### src/rtl/soft_uart_8n1_with_rx_ring_top_assert.svh
// assertion macros shared by the uart rtl
`ifndef SOFT_UART_8N1_WITH_RX_RING_TOP_ASSERT_SVH
`define SOFT_UART_8N1_WITH_RX_RING_TOP_ASSERT_SVH

// same-cycle implication, checked out of reset
`define SUART_ASSERT_NOW(label, ante, cons, msg) \
    label: assert property (@(posedge clk) disable iff (!rst_n) (ante) |-> (cons)) \
        else $error(msg);

// next-cycle implication, checked out of reset
`define SUART_ASSERT_NEXT(label, ante, cons, msg) \
    label: assert property (@(posedge clk) disable iff (!rst_n) (ante) |=> (cons)) \
        else $error(msg);

`endif

### src/rtl/suart_pkg.sv
package suart_pkg;

    // receive ring size
    localparam int RING_DEPTH = 256;
    localparam int RING_AW    = $clog2(RING_DEPTH);

    // frame bit counts
    localparam logic [3:0] RX_DONE_COUNT = 4'd9;
    localparam logic [3:0] TX_DATA_LAST  = 4'd9;
    localparam logic [3:0] TX_DONE_COUNT = 4'd13;

    // configuration register indexes
    localparam logic CFG_BIT_PERIOD  = 1'b0;
    localparam logic CFG_PORT_ENABLE = 1'b1;

    // configuration seen by the rx and tx engines
    typedef struct packed {
        logic [15:0] bit_period;
        logic        port_enable;
    } cfg_t;

    // byte handed from the receiver to the ring
    typedef struct packed {
        logic       push;
        logic [7:0] data;
    } rx_push_t;

endpackage

### src/rtl/soft_uart_8n1_with_rx_ring_top.sv
// Timer-driven 8N1 UART with a receive ring. Every input request is one timer
// tick with the sampled rx pin and optional transmit and ring-read requests;
// every accepted request yields exactly one result with the transmit line,
// transmitter busy flag, popped byte and ring-empty flag as they stand after
// that tick. One request is taken per clock when not stalled: the rx, tx and
// ring state registers double as the result register, so a new request is
// accepted in the same cycle the previous result is taken. The ring is a
// 256-byte memory with one write port for received bytes and one registered
// read port for pops; a pop sees the ring as it was before the tick. The ring
// has no full check and silently overwrites unread data. Configuration writes
// (bit_period at index 0, port_enable at index 1) belong to idle periods.
`include "soft_uart_8n1_with_rx_ring_top_assert.svh"

module soft_uart_8n1_with_rx_ring_top
    import suart_pkg::*;
(
    input  logic        clk,
    input  logic        rst_n,
    // config write port
    input  logic        cfg_we,
    input  logic        cfg_addr,
    input  logic [15:0] cfg_wdata,
    // request stream
    input  logic        s_tvalid,
    output logic        s_tready,
    input  logic [15:0] s_tdata,   // rx_pin, tx_start, tx_byte[7:0], rd_req, zero pad
    // result stream
    output logic        m_tvalid,
    input  logic        m_tready,
    output logic [15:0] m_tdata    // tx_pin, tx_busy, rd_valid, rd_data[7:0], rx_empty, pad
);

    cfg_t       cfg_reg;
    logic       m_valid_reg;
    logic       tick;
    rx_push_t   push;
    logic       tx_pin, tx_busy, rd_valid, rx_empty;
    logic [7:0] rd_data;

    // configuration registers
    always_ff @(posedge clk or negedge rst_n)
    begin
        if (!rst_n)
        begin
            cfg_reg.bit_period  <= 16'd1;
            cfg_reg.port_enable <= 1'b0;
        end
        else if (cfg_we)
        begin
            unique case (cfg_addr)
                CFG_BIT_PERIOD:  cfg_reg.bit_period  <= cfg_wdata;
                CFG_PORT_ENABLE: cfg_reg.port_enable <= cfg_wdata[0];
                default: ;
            endcase
        end
    end

    // a tick runs when the previous result is gone or leaves this cycle
    assign s_tready = !m_valid_reg || m_tready;
    assign tick     = s_tvalid && s_tready;

    // result valid flag
    always_ff @(posedge clk or negedge rst_n)
    begin
        if (!rst_n)
        begin
            m_valid_reg <= 1'b0;
        end
        else if (s_tready)
        begin
            m_valid_reg <= s_tvalid;
        end
    end

    suart_rx u_rx (
        .clk    (clk),
        .rst_n  (rst_n),
        .tick   (tick),
        .cfg    (cfg_reg),
        .rx_pin (s_tdata[0]),
        .push   (push)
    );

    suart_tx u_tx (
        .clk      (clk),
        .rst_n    (rst_n),
        .tick     (tick),
        .cfg      (cfg_reg),
        .tx_start (s_tdata[1]),
        .tx_byte  (s_tdata[9:2]),
        .tx_pin   (tx_pin),
        .tx_busy  (tx_busy)
    );

    suart_ring u_ring (
        .clk      (clk),
        .rst_n    (rst_n),
        .tick     (tick),
        .push     (push),
        .rd_req   (s_tdata[10]),
        .rd_valid (rd_valid),
        .rd_data  (rd_data),
        .rx_empty (rx_empty)
    );

    assign m_tvalid = m_valid_reg;
    assign m_tdata  = {4'd0, rx_empty, rd_data, rd_valid, tx_busy, tx_pin};

    `SUART_ASSERT_NEXT(a_top_tick_gives_result, tick, m_tvalid,
        "accepted tick produced no result")
    `SUART_ASSERT_NOW(a_top_no_tick_on_stall, m_valid_reg && !m_tready, !tick,
        "tick taken while result stalled")
    `SUART_ASSERT_NOW(a_top_data_needs_valid, !rd_valid, rd_data == 8'd0,
        "popped byte nonzero without a pop")

endmodule

### src/rtl/suart_rx.sv
`include "soft_uart_8n1_with_rx_ring_top_assert.svh"

module suart_rx
    import suart_pkg::*;
(
    input  logic     clk,
    input  logic     rst_n,
    input  logic     tick,
    input  cfg_t     cfg,
    input  logic     rx_pin,
    output rx_push_t push
);

    logic        active_reg, active_next;
    logic        prev_reg, prev_next;
    logic [16:0] timer_reg, timer_next;
    logic [3:0]  cnt_reg, cnt_next;
    logic [7:0]  shift_reg, shift_next;
    logic [16:0] target;
    logic [3:0]  cnt_inc;

    // first sample waits an extra sixteenth of a bit
    assign target  = (cnt_reg == 4'd0)
                   ? ({1'b0, cfg.bit_period} + {5'd0, cfg.bit_period[15:4]})
                   : {1'b0, cfg.bit_period};
    assign cnt_inc = cnt_reg + 4'd1;

    // receive sequencing for one tick
    always_comb
    begin
        active_next = active_reg;
        timer_next  = timer_reg;
        cnt_next    = cnt_reg;
        shift_next  = shift_reg;
        prev_next   = rx_pin;
        push.push   = 1'b0;
        push.data   = shift_reg;
        if (!cfg.port_enable)
        begin
            active_next = 1'b0;
            cnt_next    = 4'd0;
            timer_next  = 17'd0;
        end
        else if (!active_reg)
        begin
            if (prev_reg && !rx_pin)
            begin
                active_next = 1'b1;
                timer_next  = 17'd0;
                cnt_next    = 4'd0;
                shift_next  = 8'd0;
            end
        end
        else if (timer_reg != target)
        begin
            timer_next = timer_reg + 17'd1;
        end
        else
        begin
            timer_next = 17'd0;
            if (cnt_inc < RX_DONE_COUNT)
            begin
                cnt_next = cnt_inc;
                shift_next[cnt_reg[2:0]] = rx_pin;
            end
            else
            begin
                // stop bit sample ignored, byte goes to the ring
                push.push   = 1'b1;
                active_next = 1'b0;
                cnt_next    = 4'd0;
            end
        end
        if (!tick)
        begin
            push.push = 1'b0;
        end
    end

    // control state
    always_ff @(posedge clk or negedge rst_n)
    begin
        if (!rst_n)
        begin
            active_reg <= 1'b0;
            prev_reg   <= 1'b1;
            timer_reg  <= 17'd0;
            cnt_reg    <= 4'd0;
            shift_reg  <= 8'd0;
        end
        else if (tick)
        begin
            active_reg <= active_next;
            prev_reg   <= prev_next;
            timer_reg  <= timer_next;
            cnt_reg    <= cnt_next;
            shift_reg  <= shift_next;
        end
    end

    `SUART_ASSERT_NOW(a_rx_push_active, push.push, active_reg && cnt_reg == 4'd8,
        "rx pushed a byte outside the stop bit sample")
    `SUART_ASSERT_NEXT(a_rx_disable_idle, tick && !cfg.port_enable,
        !active_reg && cnt_reg == 4'd0, "rx not idle after disabled tick")
    `SUART_ASSERT_NOW(a_rx_count_range, active_reg, cnt_reg <= 4'd8,
        "rx bit count out of range")

endmodule

### src/rtl/suart_tx.sv
`include "soft_uart_8n1_with_rx_ring_top_assert.svh"

module suart_tx
    import suart_pkg::*;
(
    input  logic       clk,
    input  logic       rst_n,
    input  logic       tick,
    input  cfg_t       cfg,
    input  logic       tx_start,
    input  logic [7:0] tx_byte,
    output logic       tx_pin,
    output logic       tx_busy
);

    logic [3:0]  cnt_reg, cnt_next;
    logic [15:0] timer_reg, timer_next;
    logic [7:0]  shift_reg, shift_next;
    logic        line_reg, line_next;
    logic [3:0]  cnt_inc;
    logic [2:0]  bit_sel;

    assign cnt_inc = cnt_reg + 4'd1;
    assign bit_sel = 3'(cnt_reg - 4'd1);

    // transmit sequencing for one tick
    always_comb
    begin
        cnt_next   = cnt_reg;
        timer_next = timer_reg;
        shift_next = shift_reg;
        line_next  = line_reg;
        if (!cfg.port_enable)
        begin
            cnt_next   = 4'd0;
            timer_next = 16'd0;
            line_next  = 1'b1;
        end
        else if (cnt_reg == 4'd0)
        begin
            if (tx_start)
            begin
                shift_next = tx_byte;
                line_next  = 1'b0;
                cnt_next   = 4'd1;
                timer_next = 16'd0;
            end
        end
        else if (timer_reg != cfg.bit_period)
        begin
            timer_next = timer_reg + 16'd1;
        end
        else
        begin
            timer_next = 16'd0;
            if (cnt_inc > TX_DATA_LAST)
            begin
                // stop level, held until the guard time runs out
                line_next = 1'b1;
                cnt_next  = (cnt_inc >= TX_DONE_COUNT) ? 4'd0 : cnt_inc;
            end
            else
            begin
                line_next = shift_reg[bit_sel];
                cnt_next  = cnt_inc;
            end
        end
    end

    // control state
    always_ff @(posedge clk or negedge rst_n)
    begin
        if (!rst_n)
        begin
            cnt_reg   <= 4'd0;
            timer_reg <= 16'd0;
            shift_reg <= 8'd0;
            line_reg  <= 1'b1;
        end
        else if (tick)
        begin
            cnt_reg   <= cnt_next;
            timer_reg <= timer_next;
            shift_reg <= shift_next;
            line_reg  <= line_next;
        end
    end

    assign tx_pin  = line_reg;
    assign tx_busy = (cnt_reg != 4'd0);

    `SUART_ASSERT_NOW(a_tx_idle_high, cnt_reg == 4'd0, line_reg,
        "tx line low while idle")
    `SUART_ASSERT_NOW(a_tx_start_low, cnt_reg == 4'd1, !line_reg,
        "tx start bit not low")
    `SUART_ASSERT_NEXT(a_tx_disable_idle, tick && !cfg.port_enable,
        cnt_reg == 4'd0 && timer_reg == 16'd0, "tx not idle after disabled tick")

endmodule

### src/rtl/suart_ring.sv
`include "soft_uart_8n1_with_rx_ring_top_assert.svh"

module suart_ring
    import suart_pkg::*;
(
    input  logic       clk,
    input  logic       rst_n,
    input  logic       tick,
    input  rx_push_t   push,
    input  logic       rd_req,
    output logic       rd_valid,
    output logic [7:0] rd_data,
    output logic       rx_empty
);

    logic [7:0]         mem [RING_DEPTH];
    logic [7:0]         mem_q;
    logic [RING_AW-1:0] head_reg, head_next;
    logic [RING_AW-1:0] tail_reg, tail_next;
    logic               rd_valid_reg;
    logic               pop;
    logic               empty;

    assign empty = (head_reg == tail_reg);
    assign pop   = tick && rd_req && !empty;

    // pointer advance with wrap at the ring size
    assign head_next = (head_reg == RING_AW'(RING_DEPTH - 1)) ? '0 : head_reg + 1'b1;
    assign tail_next = (tail_reg == RING_AW'(RING_DEPTH - 1)) ? '0 : tail_reg + 1'b1;

    // ring storage, one write and one registered read per tick
    always_ff @(posedge clk)
    begin
        if (push.push)
        begin
            mem[tail_reg] <= push.data;
        end
        if (pop)
        begin
            mem_q <= mem[head_reg];
        end
    end

    // pointers and read status; no full check, overrun drops unread bytes
    always_ff @(posedge clk or negedge rst_n)
    begin
        if (!rst_n)
        begin
            head_reg     <= '0;
            tail_reg     <= '0;
            rd_valid_reg <= 1'b0;
        end
        else if (tick)
        begin
            rd_valid_reg <= pop;
            if (pop)
            begin
                head_reg <= head_next;
            end
            if (push.push)
            begin
                tail_reg <= tail_next;
            end
        end
    end

    assign rd_valid = rd_valid_reg;
    assign rd_data  = rd_valid_reg ? mem_q : 8'd0;
    assign rx_empty = empty;

    `SUART_ASSERT_NEXT(a_ring_pop_moves_head, pop, head_reg != $past(head_reg),
        "ring head did not advance on pop")
    `SUART_ASSERT_NEXT(a_ring_hold_head, !pop, head_reg == $past(head_reg),
        "ring head moved without a pop")
    `SUART_ASSERT_NEXT(a_ring_push_moves_tail, push.push, tail_reg != $past(tail_reg),
        "ring tail did not advance on push")

endmodule
### config.mk
export PLATFORM = sky130hd
export DESIGN_NAME = soft_uart_8n1_with_rx_ring_top
export DESIGN_NICKNAME = d
export VERILOG_FILES = /design/src/rtl/suart_pkg.sv /design/src/rtl/soft_uart_8n1_with_rx_ring_top.sv /design/src/rtl/suart_rx.sv /design/src/rtl/suart_tx.sv /design/src/rtl/suart_ring.sv
export VERILOG_INCLUDE_DIRS = /design/src /design/src/rtl
export SDC_FILE = /design/constraint.sdc
export NUM_CORES = 2
export LEC_CHECK = 0
export BUFFER_PORTS_ARGS = -buffer_cell sky130_fd_sc_hd__buf_2
export CORE_UTILIZATION = 55
export DETAILED_ROUTE_END_ITERATION = 12
export PLACE_DENSITY = 0.75
export SYNTH_ARGS = -nofsm -noshare
export SYNTH_HDL_FRONTEND = slang
export SYNTH_HIERARCHICAL = 1
export SYNTH_SLANG_ARGS = --single-unit
### constraint.sdc
create_clock -name clk -period 11.3 [get_ports clk]
set_input_delay 1.13 -clock clk [delete_from_list [all_inputs] [get_ports clk]]
set_output_delay 1.13 -clock clk [all_outputs]
set_load 0.01 [all_outputs]
### Yosys cells after proc, flatten, opt, wreduce, memory -nomap -nowiden

Memories as Yosys holds them, arrays and structs flattened. A register that Yosys moved wholly into a read port is not among the register bits.
Index checks and enable logic that the tools add are counted.
Widths: inputs -> output; s select.

| operators by class | value |
|---|---|
| magnitude comparators | 6 |
| $add $sub $neg | 8 |
| equal/unequal tests | 11 |
| bitwise gates (word level) | 1 |
| reduce and logical (&&, ||, !) cells | 23 |
| multiplexer cells | 49 |

Operators with widths:

| operator | count |
|---|---|
| $mux 17 | 5 |
| $mux 16 | 4 |
| $mux 8 | 7 |
| $mux 4 | 11 |
| $mux 1 | 19 |
| $add 16x12->17 | 1 |
| $add 17x1->17 const B | 1 |
| $ne 17x17->1 | 1 |
| $add 16x1->16 const B | 1 |
| $add 8x1->8 const B | 2 |
| $eq 8x8->1 const B | 2 |
| $ne 16x16->1 | 1 |
| $reduce_and 2->1 | 6 |
| $add 4x1->4 const B | 2 |
| $bwmux 8 | 1 |
| $eq 8x8->1 | 1 |
| $logic_not 4->1 | 2 |
| $lt 3x4->1 const B | 2 |
| $ne 3x3->1 const B | 2 |
| $reduce_and 3->1 | 2 |
| $logic_and 1x1->1 | 5 |
| $reduce_and 5->1 | 1 |
| $ge 4x4->1 const B | 1 |
| $gt 4x4->1 const B | 1 |
| other kinds (14) | 17 |

| storage, ports and cells | value |
|---|---|
| memories kept | 1 |
| input port bits | 38 |
| bits in registers | 95 |
| logic and storage cells | 114 |
| memory bits (writable) | 2048 |

Memory list:

| memory | words | bits a word | read ports | clocked after Yosys merged registers in | write ports | line | text |
|---|---|---|---|---|---|---|---|
| u_ring.mem | 256 | 8 | 1 | 1 | 1 | suart_ring.sv:16 | `logic [7:0] mem [RING_DEPTH];` |

### Longest topological paths before layout

| logic depth | value |
|---|---|
| depth after elaboration | 9 |
| gate-level depth with buffers | 18 |
| mapped depth without buffers | 14 |

### Cells and area by module

The synthesis kept the hierarchy.

By module, submodules not included:

| module | seq. area each (µm²) | instances | area each (µm²) | cells each |
|---|---|---|---|---|
| suart_ring | 62164.6 | 1 | 81448.1 | 4077 |
| suart_rx | 777.0 | 1 | 3086.7 | 371 |
| suart_tx | 726.9 | 1 | 1926.8 | 184 |
| soft_uart_8n1_with_rx_ring_top | 451.7 | 1 | 812.0 | 51 |

### Worst setup path before layout

OpenSTA, ideal clock, no wires.

| timing | value |
|---|---|
| kind | register to register |
| start | register cfg_reg[5] (netlist bit) |
| end | memory u_ring.mem[160][0], enable pin |
| library setup time | 0.370 ns |
| arrival time | 4.261 ns |
| buffers on the path | 3 |
| clock period less this slack | 4.632 ns |
| cell stages (with the launch flop) | 16 |
| path slack | 6.668 ns |
| path through | dfrtp_1 -> ha_1 -> fa_1 -> a211oi_1 -> o211ai_1 -> and3_1 -> nor4_1 -> o2111ai_1 -> nor4_2 -> nand3_1 -> buf_2 -> nor3_1 -> buf_1 -> nand3_1 -> clkbuf_1 -> nor2_1 |

RTL lines:

| item | line | text |
|---|---|---|
| from (decl) | soft_uart_8n1_with_rx_ring_top.sv:33 | `cfg_t cfg_reg;` |
| to (decl) | suart_ring.sv:16 |  |

==> summary.txt <==
Timing
  • Relative slew margins: 16.1%
  • Pins Over Slew Limit: 0
  • Minimum clock period: 6430 ps
  • Hold Fails Final Rpt: 0
  • Max Clock Freq: 0.156 GHz
  • Slew @ Worst Pin: 1250 ps
  • Fin Setup TNS: 0 ps
  • Period utilization: 56.9%
  • Final setup violation count: 0
  • RSZ-0062 raised after global routing: false
  • Post-Route Skew: 72.9 ps

Detailed routing
  • Total detailed-routing wirelength: 215000 µm
  • Pre-antenna DRT Iters: 8
  • Vias per cell: 6.71
  • Remaining DRCs: 0
  • Final ANT Viol Nets: 0
  • Via count: 46726
  • Drt wl/cell: 30.8 µm
  • 1st-iter DRT viols: 6306

Clock network
  • Clock root buffer master: clkbuf_16
  • Clock Tree Buf Depth: 3
  • Clock Sinks: 2151
  • Hold Buf Count CTS: 0
  • CTS tree: done
  • CTS HTree Levels: 4
  • Clock buffer count from CTS: 204
  • Post-CTS Setup Bufs: 0
  • Clk_lat worst skew: 850 ps
  • Post-cts sizing count: 0
  • Clk slew on worst S/H paths: 60 ps

Critical path
  • Worst Setup Start Kind: flip-flop
  • Start point of the critical path: cfg_reg[5]
  • Setup slack, reg-to-reg: 4870 ps
  • Reg2Reg Depth: 13
  • Setup CP Type: reg -> reg
  • Critical Path Sink Type: flip-flop
  • CP Data Required Time: 11710 ps
  • FF-to-FF End: u_ring/mem[136][0]
  • Crit path DAT: 6840 ps
  • Worst r2r src: cfg_reg[5]
  • Crit Path Max Fanout: 22

Logic synthesis
  • Netlist cell types: 99
  • Adder-Cell Fraction of Synth Area: 0.381%
  • Post-Syn Area: 87300 µm²
  • Mean area per synthesized cell: 18.6 µm²
  • Mux contribution to synthesized area: 13.9%
  • XOR/XNOR Fraction of Synth Area: 0.791%
  • Sequential area share after synthesis: 73.5%
  • Main combinational cell family by area after synthesis: multiplexers
  • Flops & latches, synth: 2151
  • Post-synthesis simple-gate area fraction: 4.47%
  • Main flop type after synthesis: edfxtp_1
  • Synth Instances: 4683
  • Synth Area in Compound Gates: 4.69%
  • Async S/R FF share, synth: 4.42%
  • Number of synthesized flops with an enable pin: 2056
  • Syn. warnings: 6

Placement
  • Post-DP HPWL: 127000 µm
  • Port Buffers: 46
  • Gpl congestion: 0.897
  • Cells after DPL: 6584

Power
  • NetSw: 6040 µW
  • Flop pwr share: 46.1%
  • Tot Pwr: 20200 µW
  • Clk pwr share: 33.7%
  • Pint: 14200 µW
  • PwrDens: 211 nW/µm²
  • Static leakage: 0.0281 µW
  • Combinational share of power: 20.2%
  • Sw frac: 29.9%
  • Peak supply drop: 0.000182 V

Floorplan
  • Std cell rows: 145
  • Die H: 400 µm
  • Die X: 400 µm
  • Initial Utilization: 55.6%
  • Core area: 157000 µm²
  • Die area: 160000 µm²
  • Io pins: 56

Global routing
  • Most Crowded Layer GR: met2
  • Met2 Track Usage GR: 40.5%
  • Met1 track demand over resource: 37.8%
  • Vias in the first global route: 45459
  • Antenna violations before repair: 5
  • Met3 usage: 6.08%
  • Gr usage total: 26.7%
  • First-pass GRT wire length: 311000 µm
  • Total gr overflow: 0
  • Maximum number of pins on one net before global-route repair: 119

Worst hold path
  • Worst hold path class: in -> async

Layout
  • Layout cells sized above 1: 18.5%
  • Layout net count: 4796
  • Max FFs per register: 2048
  • Antenna cells: 0
  • Final Instance Count excl. Fillers: 6965
  • Area added between synthesis and finish: 9.72%

Run status
  • Outcome: completed

Run
  • Max_cap viols: 0
[layout make-up]
cell class	instances	area, µm²
fill	10638	61200
clock buffer	255	5430
clock inverter	126	1270
timing repair buffer	131	946
sequential	2151	64200
tap	2058	2570
multi-input combinational	2213	21300
inverter	31	120
[through the flow]
step | cell area (µm²) | hold WS, ps | util [%] | worst slack, ps
2_1_floorplan | 87300 | 475 | - | 6670
3_3_place_gp | 89100 | 489 | 56.7 | 5170
3_5_place_dp | 89100 | 498 | 56.7 | 5150
4_1_cts | 95800 | 282 | 61.0 | 5100
5_1_grt | 95800 | 311 | 61.0 | 4570
6_report | 95800 | 292 | 61.0 | 4870
[routing by layer]
| layer | part of all wire [%] | up-vias | routed length (µm) |
|---|---|---|---|
| li1 | - | 19147 | - |
| met1 | 38 | 24204 | 81000 |
| met2 | 46 | 2889 | 99600 |
| met3 | 12 | 478 | 25000 |
| met4 | 4.1 | 8 | 8790 |
| met5 | 0.041 | - | 87 |
[cells in the final DEF, fill, tap and decap left out, types with 68 or more instances in the layout]
cell type  instances
mux4_2           390
edfxtp_1        2056
o21ai_0           68
nand2_1          179
nand3_1           76
buf_4             80
a22oi_1           83
nor2_1           321
clkbuf_16        206
a221oi_1          85
a21oi_1          104
dfrtp_1           79
mux2i_1          281
[cell usage after synthesis (29+ instances only)]
| cell type | n | area, µm² |
|---|---|---|
| a21oi_1 | 104 | 521 |
| a221oi_1 | 85 | 744 |
| a22oi_1 | 83 | 623 |
| and2_1 | 39 | 244 |
| buf_2 | 59 | 295 |
| buf_4 | 43 | 323 |
| buf_6 | 52 | 586 |
| clkbuf_1 | 118 | 443 |
| dfrtp_1 | 92 | 2300 |
| edfxtp_1 | 2056 | 61700 |
| inv_1 | 29 | 109 |
| mux2i_1 | 281 | 2810 |
| mux4_2 | 390 | 8780 |
| nand2_1 | 179 | 672 |
| nand3_1 | 77 | 385 |
| nor2_1 | 322 | 1210 |
| nor2b_1 | 34 | 213 |
| nor3_1 | 46 | 230 |
| o21ai_0 | 68 | 340 |
| xnor2_1 | 54 | 473 |
[worst max-delay path by stage]
stage                    endpoint  slack [ps]  cells past startpoint
2_1_floorplan  u_ring/mem[160][0]        6670                     15
3_3_place_gp   u_ring/mem[104][5]        5170                     13
3_5_place_dp   u_ring/mem[104][5]        5150                     13
4_1_cts        u_ring/mem[136][0]        5100                     13
5_1_grt        u_ring/mem[136][0]        4570                     13
6_report       u_ring/mem[136][0]        4870                     13
[logic make-up after synthesis]
family,Yosys count
xor gates and xnor gates,78
muxes,711
adders and majority gates,26
and+or+nand+nor,829
buffers and inverters,322
AOI/OAI and AO/OA,565
other,1
DFF,2151
[power groups by stage]
stage / clock [µW] / combinational [µW] / sequential, µW
after CTS: 6890 / 4010 / 9310
after global placement: 0 / 3940 / 9470
after detailed placement: 0 / 3980 / 9480
final: 6820 / 4090 / 9310
after floorplan: 0 / 2670 / 9400
after global routing: 7180 / 4240 / 9330
[critical path, stage by stage, from the launching register on]
cell       delay, ps
dfrtp_1          460
ha_1             260
fa_1             440
a211oi_1         500
o211ai_1         280
and3_1           240
nor4_1           190
o2111ai_1        230
nor4_2           390
nand3_1          510
nor3_2           240
buf_4            300
nand3_2          880
nor2_1          1020
No activity file was read; power rests on OpenSTA's default activity.
